===== config.mk =====
export PLATFORM = sky130hd
export DESIGN_NAME = pjw_string_hash_mod_unit
export DESIGN_NICKNAME = d
export VERILOG_FILES = /design/src/design/pjwhm_pkg.sv /design/src/design/pjwhm_fifo.sv /design/src/design/pjwhm_front.sv /design/src/design/pjwhm_mod.sv /design/src/design/pjw_string_hash_mod_unit.sv
export SDC_FILE = /design/constraint.sdc
export NUM_CORES = 1
export LEC_CHECK = 0
export BUFFER_PORTS_ARGS = -buffer_cell sky130_fd_sc_hd__buf_2
export CAP_MARGIN = 25
export CORE_AREA = 2 2 145 147
export CTS_CLUSTER_SIZE = 12
export DETAILED_ROUTE_END_ITERATION = 10
export DIE_AREA = 0 0 147 149
export HOLD_SLACK_MARGIN = 0.06
export PLACE_DENSITY = 0.76
export SYNTH_ARGS = -nofsm -noshare
export SYNTH_HDL_FRONTEND = slang
export SYNTH_HIERARCHICAL = 1
export SYNTH_SLANG_ARGS = --single-unit
export TNS_END_PERCENT = 1

===== constraint.sdc =====
create_clock -name clk -period 4.8 [get_ports clk]
set_clock_uncertainty 0.05 [all_clocks]
set_input_delay 0.96 -clock clk [delete_from_list [all_inputs] [get_ports clk]]
set_output_delay 0.96 -clock clk [all_outputs]
set_load 0.02 [all_outputs]

===== src/design/pjwhm_pkg.sv =====
// ----------------------------------------------------------------------------
// pjwhm_pkg
// Shared widths and constants for the string hash bucket unit.
// ----------------------------------------------------------------------------
package pjwhm_pkg;

  // field widths
  localparam int unsigned ByteW   = 8;
  localparam int unsigned HashW   = 28;
  localparam int unsigned BucketW = 31;
  localparam int unsigned SumW    = 32;

  // hash step constants
  localparam int unsigned StepShift = 4;
  localparam int unsigned TopW      = SumW - HashW;

  // reset value of the bucket count register
  localparam logic [BucketW-1:0] BucketReset = BucketW'(1024);

  // default depth of the queue between hash front and modulo back
  localparam int unsigned QueueDepthDefault = 2;

  // one hash step: shift, add sign-extended byte, fold top nibble back in
  function automatic logic [HashW-1:0] absorb(input logic [HashW-1:0] h,
                                              input logic [ByteW-1:0] b);
    logic [SumW-1:0] sum;
    logic [TopW-1:0] top;
    sum = {h, StepShift'(0)} + {{(SumW-ByteW){b[ByteW-1]}}, b};
    top = sum[SumW-1 -: TopW];
    return sum[HashW-1:0] ^ {(HashW-TopW-StepShift)'(0), top, StepShift'(0)};
  endfunction

endpackage


===== src/design/pjwhm_fifo.sv =====
// ----------------------------------------------------------------------------
// pjwhm_fifo
// Small register queue carrying finished key hashes from front to back.
// ----------------------------------------------------------------------------
module pjwhm_fifo #(
  parameter int unsigned Depth = pjwhm_pkg::QueueDepthDefault,
  parameter int unsigned Width = pjwhm_pkg::HashW
) (
  input  logic             clk,
  input  logic             rst,
  input  logic             push,
  input  logic [Width-1:0] push_data,
  output logic             full,
  input  logic             pop,
  output logic [Width-1:0] pop_data,
  output logic             empty
);

  localparam int unsigned PtrW = (Depth > 1) ? $clog2(Depth) : 1;
  localparam int unsigned CntW = $clog2(Depth + 1);

  logic [Width-1:0] slots [Depth];
  logic [PtrW-1:0]  wr_ptr;
  logic [PtrW-1:0]  rd_ptr;
  logic [CntW-1:0]  count;
  logic             do_push;
  logic             do_pop;

  assign full     = (count == CntW'(Depth));
  assign empty    = (count == '0);
  assign do_push  = push && !full;
  assign do_pop   = pop && !empty;
  assign pop_data = slots[rd_ptr];

  // pointer wrap at the configured depth
  function automatic logic [PtrW-1:0] bump(input logic [PtrW-1:0] p);
    return (p == PtrW'(Depth - 1)) ? '0 : p + PtrW'(1);
  endfunction

  // pointers and fill count
  always_ff @(posedge clk) begin
    if (rst) begin
      wr_ptr <= '0;
      rd_ptr <= '0;
      count  <= '0;
    end else begin
      if (do_push) wr_ptr <= bump(wr_ptr);
      if (do_pop)  rd_ptr <= bump(rd_ptr);
      if (do_push && !do_pop)      count <= count + CntW'(1);
      else if (!do_push && do_pop) count <= count - CntW'(1);
    end
  end

  // storage
  always_ff @(posedge clk) begin
    if (do_push) slots[wr_ptr] <= push_data;
  end

  a_count_bound: assert property (@(posedge clk) disable iff (rst)
    count <= CntW'(Depth)) else $error("queue count beyond depth");

  a_count_inc: assert property (@(posedge clk) disable iff (rst)
    (do_push && !do_pop) |=> (count == $past(count) + CntW'(1)))
    else $error("queue count missed a push");

endmodule


===== src/design/pjwhm_front.sv =====
// ----------------------------------------------------------------------------
// pjwhm_front
// Absorbs key bytes into the running hash and queues the hash of each key.
// ----------------------------------------------------------------------------
module pjwhm_front (
  input  logic                          clk,
  input  logic                          rst,
  input  logic                          push,
  output logic                          full,
  input  logic [pjwhm_pkg::ByteW-1:0]   key_byte,
  input  logic                          last_byte,
  output logic                          q_push,
  output logic [pjwhm_pkg::HashW-1:0]   q_data,
  input  logic                          q_full
);

  logic [pjwhm_pkg::HashW-1:0] running_hash;
  logic [pjwhm_pkg::HashW-1:0] running_hash_next;
  logic                        accept;

  // a key byte waits while no queue slot is free for a possible key end
  assign full   = q_full;
  assign accept = push && !q_full;

  assign running_hash_next = pjwhm_pkg::absorb(running_hash, key_byte);
  assign q_push            = accept && last_byte;
  assign q_data            = running_hash_next;

  // running hash, cleared at the end of each key
  always_ff @(posedge clk) begin
    if (rst) begin
      running_hash <= '0;
    end else if (accept) begin
      running_hash <= last_byte ? '0 : running_hash_next;
    end
  end

endmodule


===== src/design/pjwhm_mod.sv =====
// ----------------------------------------------------------------------------
// pjwhm_mod
// Restoring remainder unit, one dividend bit a cycle, with an output word
// register.
// ----------------------------------------------------------------------------
module pjwhm_mod (
  input  logic                          clk,
  input  logic                          rst,
  input  logic [pjwhm_pkg::BucketW-1:0] divisor,
  input  logic                          q_empty,
  input  logic [pjwhm_pkg::HashW-1:0]   q_data,
  output logic                          q_pop,
  output logic                          empty,
  input  logic                          pop,
  output logic [pjwhm_pkg::HashW-1:0]   bucket_index
);

  localparam int unsigned Steps = pjwhm_pkg::HashW;
  localparam int unsigned CntW  = $clog2(Steps);

  typedef enum logic [1:0] {
    ST_IDLE,
    ST_RUN,
    ST_HOLD
  } state_t;

  state_t                        state;
  logic [CntW-1:0]               cnt;
  logic [pjwhm_pkg::HashW-1:0]   dvd;
  logic [pjwhm_pkg::HashW-1:0]   rem;
  logic [pjwhm_pkg::HashW-1:0]   rem_next;
  logic [pjwhm_pkg::BucketW-1:0] trial;
  logic                          out_valid;
  logic                          out_free;

  assign q_pop    = (state == ST_IDLE) && !q_empty;
  assign empty    = !out_valid;
  assign out_free = !out_valid || pop;

  // one restoring step; a zero divisor leaves the hash unreduced
  always_comb begin
    trial    = {(pjwhm_pkg::BucketW-pjwhm_pkg::HashW-1)'(0),
                rem, dvd[pjwhm_pkg::HashW-1]};
    rem_next = trial[pjwhm_pkg::HashW-1:0];
    if (divisor != '0 && trial >= divisor) begin
      rem_next = pjwhm_pkg::HashW'(trial - divisor);
    end
  end

  // sequencer and output word register
  always_ff @(posedge clk) begin
    if (rst) begin
      state     <= ST_IDLE;
      cnt       <= '0;
      out_valid <= 1'b0;
    end else begin
      if ((state == ST_HOLD) && out_free) out_valid <= 1'b1;
      else if (pop && out_valid)          out_valid <= 1'b0;
      unique case (state)
        ST_IDLE: begin
          if (!q_empty) begin
            dvd   <= q_data;
            rem   <= '0;
            cnt   <= '0;
            state <= ST_RUN;
          end
        end
        ST_RUN: begin
          rem <= rem_next;
          dvd <= {dvd[pjwhm_pkg::HashW-2:0], 1'b0};
          cnt <= cnt + CntW'(1);
          if (cnt == CntW'(Steps - 1)) state <= ST_HOLD;
        end
        ST_HOLD: begin
          if (out_free) begin
            bucket_index <= rem;
            state        <= ST_IDLE;
          end
        end
        default: state <= ST_IDLE;
      endcase
    end
  end

  a_no_pop_busy: assert property (@(posedge clk) disable iff (rst)
    (state != ST_IDLE) |-> !q_pop) else $error("queue read while busy");

  a_cnt_bound: assert property (@(posedge clk) disable iff (rst)
    (state == ST_RUN) |-> (cnt <= CntW'(Steps - 1)))
    else $error("step count overran");

endmodule


===== src/design/pjw_string_hash_mod_unit.sv =====
// ----------------------------------------------------------------------------
// pjw_string_hash_mod_unit
// Byte-serial PJW/ELF string hash reduced modulo a bucket count.
//
//   channel   signals                          handshake
//   key in    key_byte, last_byte              push / full
//   result    bucket_index                     pop / empty
//   config    bucket_count                     cfg_valid / cfg_ready
//
// Key bytes are taken one a cycle while the hash queue has room.
// Each key end is reduced in the remainder unit (load, one dividend bit a
// cycle over 28 steps, then write-out); keys are queued in front of it.
// Reset clears the running hash, the queue and the result word; bucket_count
// returns to 1024. A result word waiting on pop stalls the remainder unit,
// which then fills the queue and raises full.
// ----------------------------------------------------------------------------
module pjw_string_hash_mod_unit #(
  parameter int unsigned QueueDepth = pjwhm_pkg::QueueDepthDefault
) (
  input  logic                          clk,
  input  logic                          rst,
  input  logic                          push,
  output logic                          full,
  input  logic [pjwhm_pkg::ByteW-1:0]   key_byte,
  input  logic                          last_byte,
  output logic                          empty,
  input  logic                          pop,
  output logic [pjwhm_pkg::HashW-1:0]   bucket_index,
  input  logic                          cfg_valid,
  output logic                          cfg_ready,
  input  logic [pjwhm_pkg::BucketW-1:0] bucket_count
);

  logic [pjwhm_pkg::BucketW-1:0] divisor;
  logic                          q_push;
  logic [pjwhm_pkg::HashW-1:0]   q_wdata;
  logic                          q_full;
  logic                          q_pop;
  logic [pjwhm_pkg::HashW-1:0]   q_rdata;
  logic                          q_empty;

  // configuration register
  assign cfg_ready = 1'b1;
  always_ff @(posedge clk) begin
    if (rst) begin
      divisor <= pjwhm_pkg::BucketReset;
    end else if (cfg_valid && cfg_ready) begin
      divisor <= bucket_count;
    end
  end

  // hash front
  pjwhm_front u_front (
    .clk       (clk),
    .rst       (rst),
    .push      (push),
    .full      (full),
    .key_byte  (key_byte),
    .last_byte (last_byte),
    .q_push    (q_push),
    .q_data    (q_wdata),
    .q_full    (q_full)
  );

  // queue of finished hashes
  pjwhm_fifo #(
    .Depth (QueueDepth),
    .Width (pjwhm_pkg::HashW)
  ) u_fifo (
    .clk       (clk),
    .rst       (rst),
    .push      (q_push),
    .push_data (q_wdata),
    .full      (q_full),
    .pop       (q_pop),
    .pop_data  (q_rdata),
    .empty     (q_empty)
  );

  // remainder back end
  pjwhm_mod u_mod (
    .clk          (clk),
    .rst          (rst),
    .divisor      (divisor),
    .q_empty      (q_empty),
    .q_data       (q_rdata),
    .q_pop        (q_pop),
    .empty        (empty),
    .pop          (pop),
    .bucket_index (bucket_index)
  );

endmodule


==> summary.txt, run 1 <==
Logic synthesis
  • Yosys Warn Count: 6
  • Ys async rst share: 0
  • Synthesized area per cell: 10.4 sq um
  • Distinct cells, synth: 87
  • Seq cells post-synth: 212
  • Post-Syn Area: 11,600 sq um
  • Post-synth top flop: edfxtp_1
  • Post-Synthesis Cells: between 1,000 and 1,500
  • Sequential share of the synthesized area: 0.486
  • Net Count, Synth: 1,221
  • Number of flops mapped to enable cells by yosys: 140

Routing
  • Routed WL: between 20 and 30 mm
  • Vias after detailed routing: about 8,600
  • WL/cell: approximately 18 microns
  • DR pass1 iterations: 7
  • Remaining DRCs: 0
  • DRT iter0 DRCs: around 560
  • Via density: just under 6
  • Final ANT Viol Nets: 0

CTS
  • Cts repair resizes: 0
  • Total CTS buffers: 24
  • Clk_lat worst skew: 0.52 ns
  • # clock sinks: 212
  • Hold-fix buffers, CTS: 0
  • Root Driver: clkbuf_16
  • Worst-path clk slew: 0.06 ns
  • TritonCTS clock tree: done
  • # H-tree levels: 1
  • Max clock buf depth: 3
  • Setup bufs post-CTS: 0

Setup path
  • CP startpoint: u_mod/rem[1]$_SDFFCE_PN0P_
  • Setup crit start kind: flop
  • Crit-path max FO: 23
  • Setup Crit Path Kind: reg2reg
  • Arr. time, crit path: 3.77 ns
  • CP endpoint kind: flop
  • Req. time, crit path: 4.98 ns
  • Reg2reg start: u_mod/rem[1]$_SDFFCE_PN0P_

Global route
  • First-pass GRT wire length: 42.2 mm
  • Vias in the first global route: about 8,200
  • Grt ovf: 0
  • GR Util All Layers: 0.239
  • Largest net degree at the start of global routing: 58
  • Antenna violations before repair: 0

STA
  • RSZ-0062 raised after global routing: false
  • Crit share post-route: 0.747
  • Slew @ Worst Pin: 0.980 ns
  • Final setup fails: 0
  • Max-slew violations: 0
  • Final hold viol count: 0
  • Fmax: 279 MHz
  • Worst slew margin: 0.343
  • Setup TNS: 0 ns
  • Min Clock Period, post-route: 3.58 ns
  • Worst path setup slack after routing: 1.22 ns
  • Final hold slack: 0.420 ns

Finish
  • Register area: 5650 sq um
  • Most common cell after layout, fill and taps aside: edfxtp_1
  • Most frequent cells in the layout: 140 x edfxtp_1, 136 x nand2_1, 116 x nor2_1
  • # nets final: 1,284
  • Area grow syn2layout: 11.3%
  • Layout cell share with drive strength beyond 1: 0.154
  • Multi-input gate area: 5520 sq um
  • # fillers: 1,676
  • N_diodes: 0

Die
  • Die W: 147 microns
  • Io pins: 76
  • FP Rows: between 50 and 60
  • Core box area: 20,600 sq um
  • Die height: 149 microns
  • Die area: 21,900 sq um
  • Starting Density: 0.565

Run
  • Total of max-cap violations: 0

Placed design
  • Worst slack at placement: approximately 1.2 ns
  • GP Congestion: 0.932
  • DPL Wire Length: ~18 mm
  • I/O Buffers: 74

Status
  • Status: finished, final reports clean

Hold path
  • Worst Min Path Start: u_mod/rem[27]$_SDFFCE_PN0P_
  • Worst min path class: reg2reg

Pwr
  • Leak Pwr: between 0.005 and 0.006 uW
  • Worst vdd ir: about 0.27 mV
  • Power per cell area: 531 nW/um^2
  • Pwr Total: 6880 uW
Yosys cell counts, types with 6 or more instances:
master	count	share of area
a211oi_1	10	0.0065
a21o_1	19	0.012
a21oi_1	62	0.027
a22o_1	7	0.0053
and2_1	15	0.0081
and3_1	6	0.0032
buf_2	8	0.0034
buf_4	10	0.0065
clkbuf_1	17	0.0055
dfxtp_1	72	0.12
edfxtp_1	140	0.36
ha_1	58	0.062
inv_1	48	0.016
mux2_2	29	0.028
mux2i_1	49	0.042
nand2_1	136	0.044
nand2b_1	11	0.0059
nand3_1	23	0.0099
nand4_1	13	0.0070
nor2_1	117	0.038
nor2b_1	6	0.0032
nor3_1	15	0.0065
nor3b_1	6	0.0039
nor4_1	8	0.0043
o211ai_1	8	0.0052
o21a_1	10	0.0065
o21ai_0	31	0.013
or3_1	14	0.0075
xnor2_1	31	0.023
xor2_1	15	0.011
stage by stage:
stage                     instances  instance area, sq um  utilization
after floorplan                1116                 11600            -
after global placement         1428                 12100        0.591
after detailed placement       1428                 12100        0.591
after CTS                      1471                 12900        0.629
after global routing           1471                 12900        0.629
final                          1471                 12900        0.629
flip-flops by register name (all words and copies together), names as in the netlist, 2 cells and up, named ones only:
register	flops
u_fifo/slots	56
divisor	31
u_front/running_hash	28
u_mod/bucket_index	28
u_mod/dvd	28
u_mod/rem	28
u_mod/cnt	5
u_fifo/count	2
u_mod/state	2
logic make-up after synthesis:
| family | count (synthesis) | share of synthesized area |
|---|---|---|
| AO/OA/AOI/OAI | 231 | 0.143 |
| XOR/XNOR | 46 | 0.0347 |
| adder cells (fa/ha/maj) | 60 | 0.0659 |
| buffers and inverters | 96 | 0.0413 |
| flip-flops | 212 | 0.486 |
| multiplexers | 78 | 0.0703 |
| other | 1 | 0.000323 |
| AND/OR/NAND/NOR | 392 | 0.159 |
cell type report:
class / count / share of cell area
clock buffers: 37 / 0.0549
multi-input cells: 808 / 0.426
well taps: 275 / 0.0266
repair buffers: 85 / 0.0350
clock inverters: 6 / 0.00667
flip-flops and latches: 212 / 0.436
inverters: 48 / 0.0139
worst paths after layout:
path,depth (start not counted),slack (ns),endpoint
worst max-delay path,10,1.22,u_mod/rem[14]$_SDFFCE_PN0P_
worst min-delay path,0,0.42,u_mod/bucket_index[27]$_DFFE_PP_
worst max register to register,10,1.22,u_mod/rem[14]$_SDFFCE_PN0P_
worst min register to register,0,0.42,u_mod/bucket_index[27]$_DFFE_PP_
layer usage:
layer / part of all wire / track usage / up-vias
li1: - / - / 4190
met2: 0.48 / 0.406 / 253
met3: 0.059 / 0.0355 / 45
met1: 0.44 / 0.327 / 4088
met5: 0 / 0 / -
met4: 0.020 / 0.0606 / 0
power by group:
group	internal [uW]	switching (uW)	leakage [uW]
sequential	2430	175	0.00188
combinational	968	1470	0.00285
clock	1120	709	0.000387
total	4520	2350	0.00512
worst max-delay path, cell delays in order (launching register included):
cell      delay (ns)
edfxtp_1        0.44
ha_1            0.44
nor2_1          0.08
a211oi_2        0.31
o21ai_0         0.19
o21ai_1         0.28
a21oi_1         0.17
a21oi_4         0.66
buf_4           0.39
mux2i_1         0.23
nor2_1          0.06
Note: power is estimated with default switching activity, not from simulation.
==> inputs of run 2 (changes only) <==
--- a/config.mk
+++ b/config.mk
@@ -7,12 +7,12 @@
 export LEC_CHECK = 0
 export BUFFER_PORTS_ARGS = -buffer_cell sky130_fd_sc_hd__buf_2
 export CAP_MARGIN = 25
-export CORE_AREA = 2 2 145 147
+export CORE_AREA = 2 2 149 151
 export CTS_CLUSTER_SIZE = 12
 export DETAILED_ROUTE_END_ITERATION = 10
-export DIE_AREA = 0 0 147 149
+export DIE_AREA = 0 0 151 153
 export HOLD_SLACK_MARGIN = 0.06
-export PLACE_DENSITY = 0.76
+export PLACE_DENSITY = 0.75
 export SYNTH_ARGS = -nofsm -noshare
 export SYNTH_HDL_FRONTEND = slang
 export SYNTH_HIERARCHICAL = 1
==> constraint.sdc (replaced) <==
create_clock -name clk -period 2.9 [get_ports clk]
set_clock_uncertainty 0.05 [all_clocks]
set_input_delay 0.58 -clock clk [delete_from_list [all_inputs] [get_ports clk]]
set_output_delay 0.58 -clock clk [all_outputs]
set_load 0.02 [all_outputs]
==> summary.txt, run 2 (synthesized netlist as in run 1, its figures left out) <==
STA
  • RSZ-0062 raised after global routing: true
  • Fmax: 352 MHz
  • Slew @ Worst Pin: around 0.92 ns
  • Crit share post-route: 0.979
  • Worst slew margin: 0.388
  • Final setup fails: 0
  • Min Clock Period, post-route: between 2 and 3 ns
  • Max-slew violations: 0
  • Final hold viol count: 0
  • Worst path setup slack after routing: 0.0604 ns
  • Final hold slack: 0.215 ns

Routing
  • Remaining DRCs: 0
  • Vias after detailed routing: between 8,000 and 9,000
  • Routed WL: 27.9 mm
  • Final ANT Viol Nets: 0
  • DRT iter0 DRCs: 591
  • WL/cell: 18.0 microns
  • Via density: between 5 and 6
  • DR pass1 iterations: 5

Finish
  • Top flop regs: u_fifo/slots: 56 flops, divisor: 31 flops
  • Most frequent cells in the layout: 140 x edfxtp_1, 136 x nand2_1, 116 x nor2_1
  • Area grow syn2layout: 16.7%
  • Multi-input gate area: roughly 5600 sq um
  • Final Non-Filler Cells: 1,550
  • Most common cell after layout, fill and taps aside: edfxtp_1
  • # fillers: 1,720
  • N_diodes: 0
  • Reg with most FFs: u_fifo/slots
  • # nets final: 1,357
  • Register area: 5650 sq um
  • Layout cell share with drive strength beyond 1: 0.207
  • Max reg flops: 56

Setup path
  • CP max-delay cell: edfxtp_1
  • Setup Crit Path Kind: reg2reg
  • Arr. time, crit path: roughly 3.1 ns
  • CP endpoint kind: flop
  • Critical path buffers and inverters: 0
  • Crit-path cells: ha_1, a211oi_2, o21bai_1, o211a_1, o31ai_4, a21oi_2, o21a_1, or3_1, a41o_1
  • Worst path max stage delay: between 0.4 and 0.5 ns
  • Worst r2r dst: u_mod/rem[20]$_SDFFCE_PN0P_
  • Req. time, crit path: 3.13 ns
  • Crit-path max FO: 5
  • Top delay family on crit path: compound AO/OA/AOI/OAI gates
  • Reg2reg start: u_mod/rem[4]$_SDFFCE_PN0P_
  • Reg2Reg Depth: 9
  • Setup crit start kind: flop
  • Reg-to-reg slack, setup: 0.06 ns

CTS
  • Hold-fix buffers, CTS: 0
  • # H-tree levels: 1
  • Root Driver: clkbuf_16
  • Max clock buf depth: 3
  • Total CTS buffers: 24
  • Worst-path clk slew: 0.06 ns
  • TritonCTS clock tree: done
  • Clk_lat worst skew: 0.52 ns
  • # clock sinks: ~210

Die
  • Die area: around 23,000 sq um
  • Starting Density: 0.541
  • Io pins: 76
  • Core box area: 21,500 sq um
  • Die W: 151 microns
  • FP Rows: 54
  • Die height: roughly 150 microns

Placed design
  • Placed insts: 1,505
  • GP Congestion: 0.943
  • DPL Wire Length: 20.0 mm
  • I/O Buffers: 74
  • Worst slack at placement: -0.0254 ns

Hold path
  • Worst min path class: in2reg
  • Worst Min Path Start: key_byte[0]
  • Worst Hold Endpoint: u_fifo/slots[0][0]$_DFFE_PP_
  • Worst hold path stage count: 1

Pwr
  • Pwr Total: roughly 12,000 uW
  • Leak Pwr: 0.00548 uW
  • Power per cell area: 860 nW/um^2
  • Worst vdd ir: 0.460 mV

Global route
  • Grt ovf: 0
  • Vias in the first global route: 8,681
  • GR Util All Layers: 0.240
  • Largest net degree at the start of global routing: 57
  • Antenna violations before repair: 0
  • First-pass GRT wire length: 44.5 mm

Run
  • Total of max-cap violations: 0

Status
  • Status: finished, final reports clean
==> run 2: cell count changes in the layout (fill, tap and decap cells not counted), moves of 2 or more <==
cell and delta:
a21oi_1 -2, ha_1 -2, buf_4 +67, inv_2 +2
clkbuf_1 +2, buf_12 +6, inv_1 -2, a21oi_2 +2
==> run 2: what timing repair did <==
item	CTS	global route
buffers inserted	0	1
endpoints found under the setup margin	1	27
gates resized for setup	0	12
hold endpoints to repair	0	0
pin swaps	1	6
==> run 2: worst max-delay path by stage <==
stage,to,slack [ns],cells after the start,from
2_1_floorplan,u_mod/bucket_index[0]$_DFFE_PP_,-0.53,2,rst
3_3_place_gp,u_fifo/slots[0][16]$_DFFE_PP_,0.05,10,key_byte[4]
3_5_place_dp,u_fifo/slots[1][16]$_DFFE_PP_,-0.03,10,key_byte[4]
4_1_cts,u_mod/rem[20]$_SDFFCE_PN0P_,0.05,12,u_mod/dvd[27]$_DFFE_PP_
5_1_grt,u_mod/rem[21]$_SDFFCE_PN0P_,-0.01,10,u_mod/rem[1]$_SDFFCE_PN0P_
6_report,u_mod/rem[20]$_SDFFCE_PN0P_,0.06,9,u_mod/rem[4]$_SDFFCE_PN0P_
==> run 2: layer usage <==
metal  share of wire  global-route usage  wire (microns)  up-vias
met5               0                   0               0        -
met4           0.026              0.0676             730        0
met3           0.050              0.0304            1400       51
met2            0.47               0.398           13200      258
met1            0.45               0.331           12500     4224
li1                -                   -               -     4330
==> run 2: cell type report <==
cell class | instances | share of cell area
clock inverters | 7 | 0.00572
multi-input cells | 808 | 0.409
flip-flops and latches | 212 | 0.416
clock buffers | 37 | 0.0501
well taps | 280 | 0.0258
repair buffers | 158 | 0.0793
inverters | 48 | 0.0133
==> run 2: where the power goes <==
group	total [uW]	leakage (uW)	internal, uW	switching, uW
Sequential	4330	0.00188	4020	304
Combinational	4440	0.00322	1880	2550
Clock	2910	0.000370	1710	1200
Total	11700	0.00548	7610	4050
==> run 2: worst reg2reg max path, cell delays in order (launching register included) <==
cell      delay (ns)
edfxtp_1        0.42
ha_1            0.38
a211oi_2        0.27
o21bai_1        0.11
o211a_1         0.28
o31ai_4         0.29
a21oi_2         0.09
o21a_1          0.20
or3_1           0.31
a41o_1          0.22
==> run 2: stage by stage <==
stage	cell area, sq um	util	setup TNS [ns]
2_1_floorplan	11600	-	-14.72
4_1_cts	13500	0.629	0
5_1_grt	13600	0.631	-0.0226
3_5_place_dp	12800	0.594	-0.0604
6_report	13600	0.631	0
3_3_place_gp	12800	0.594	0
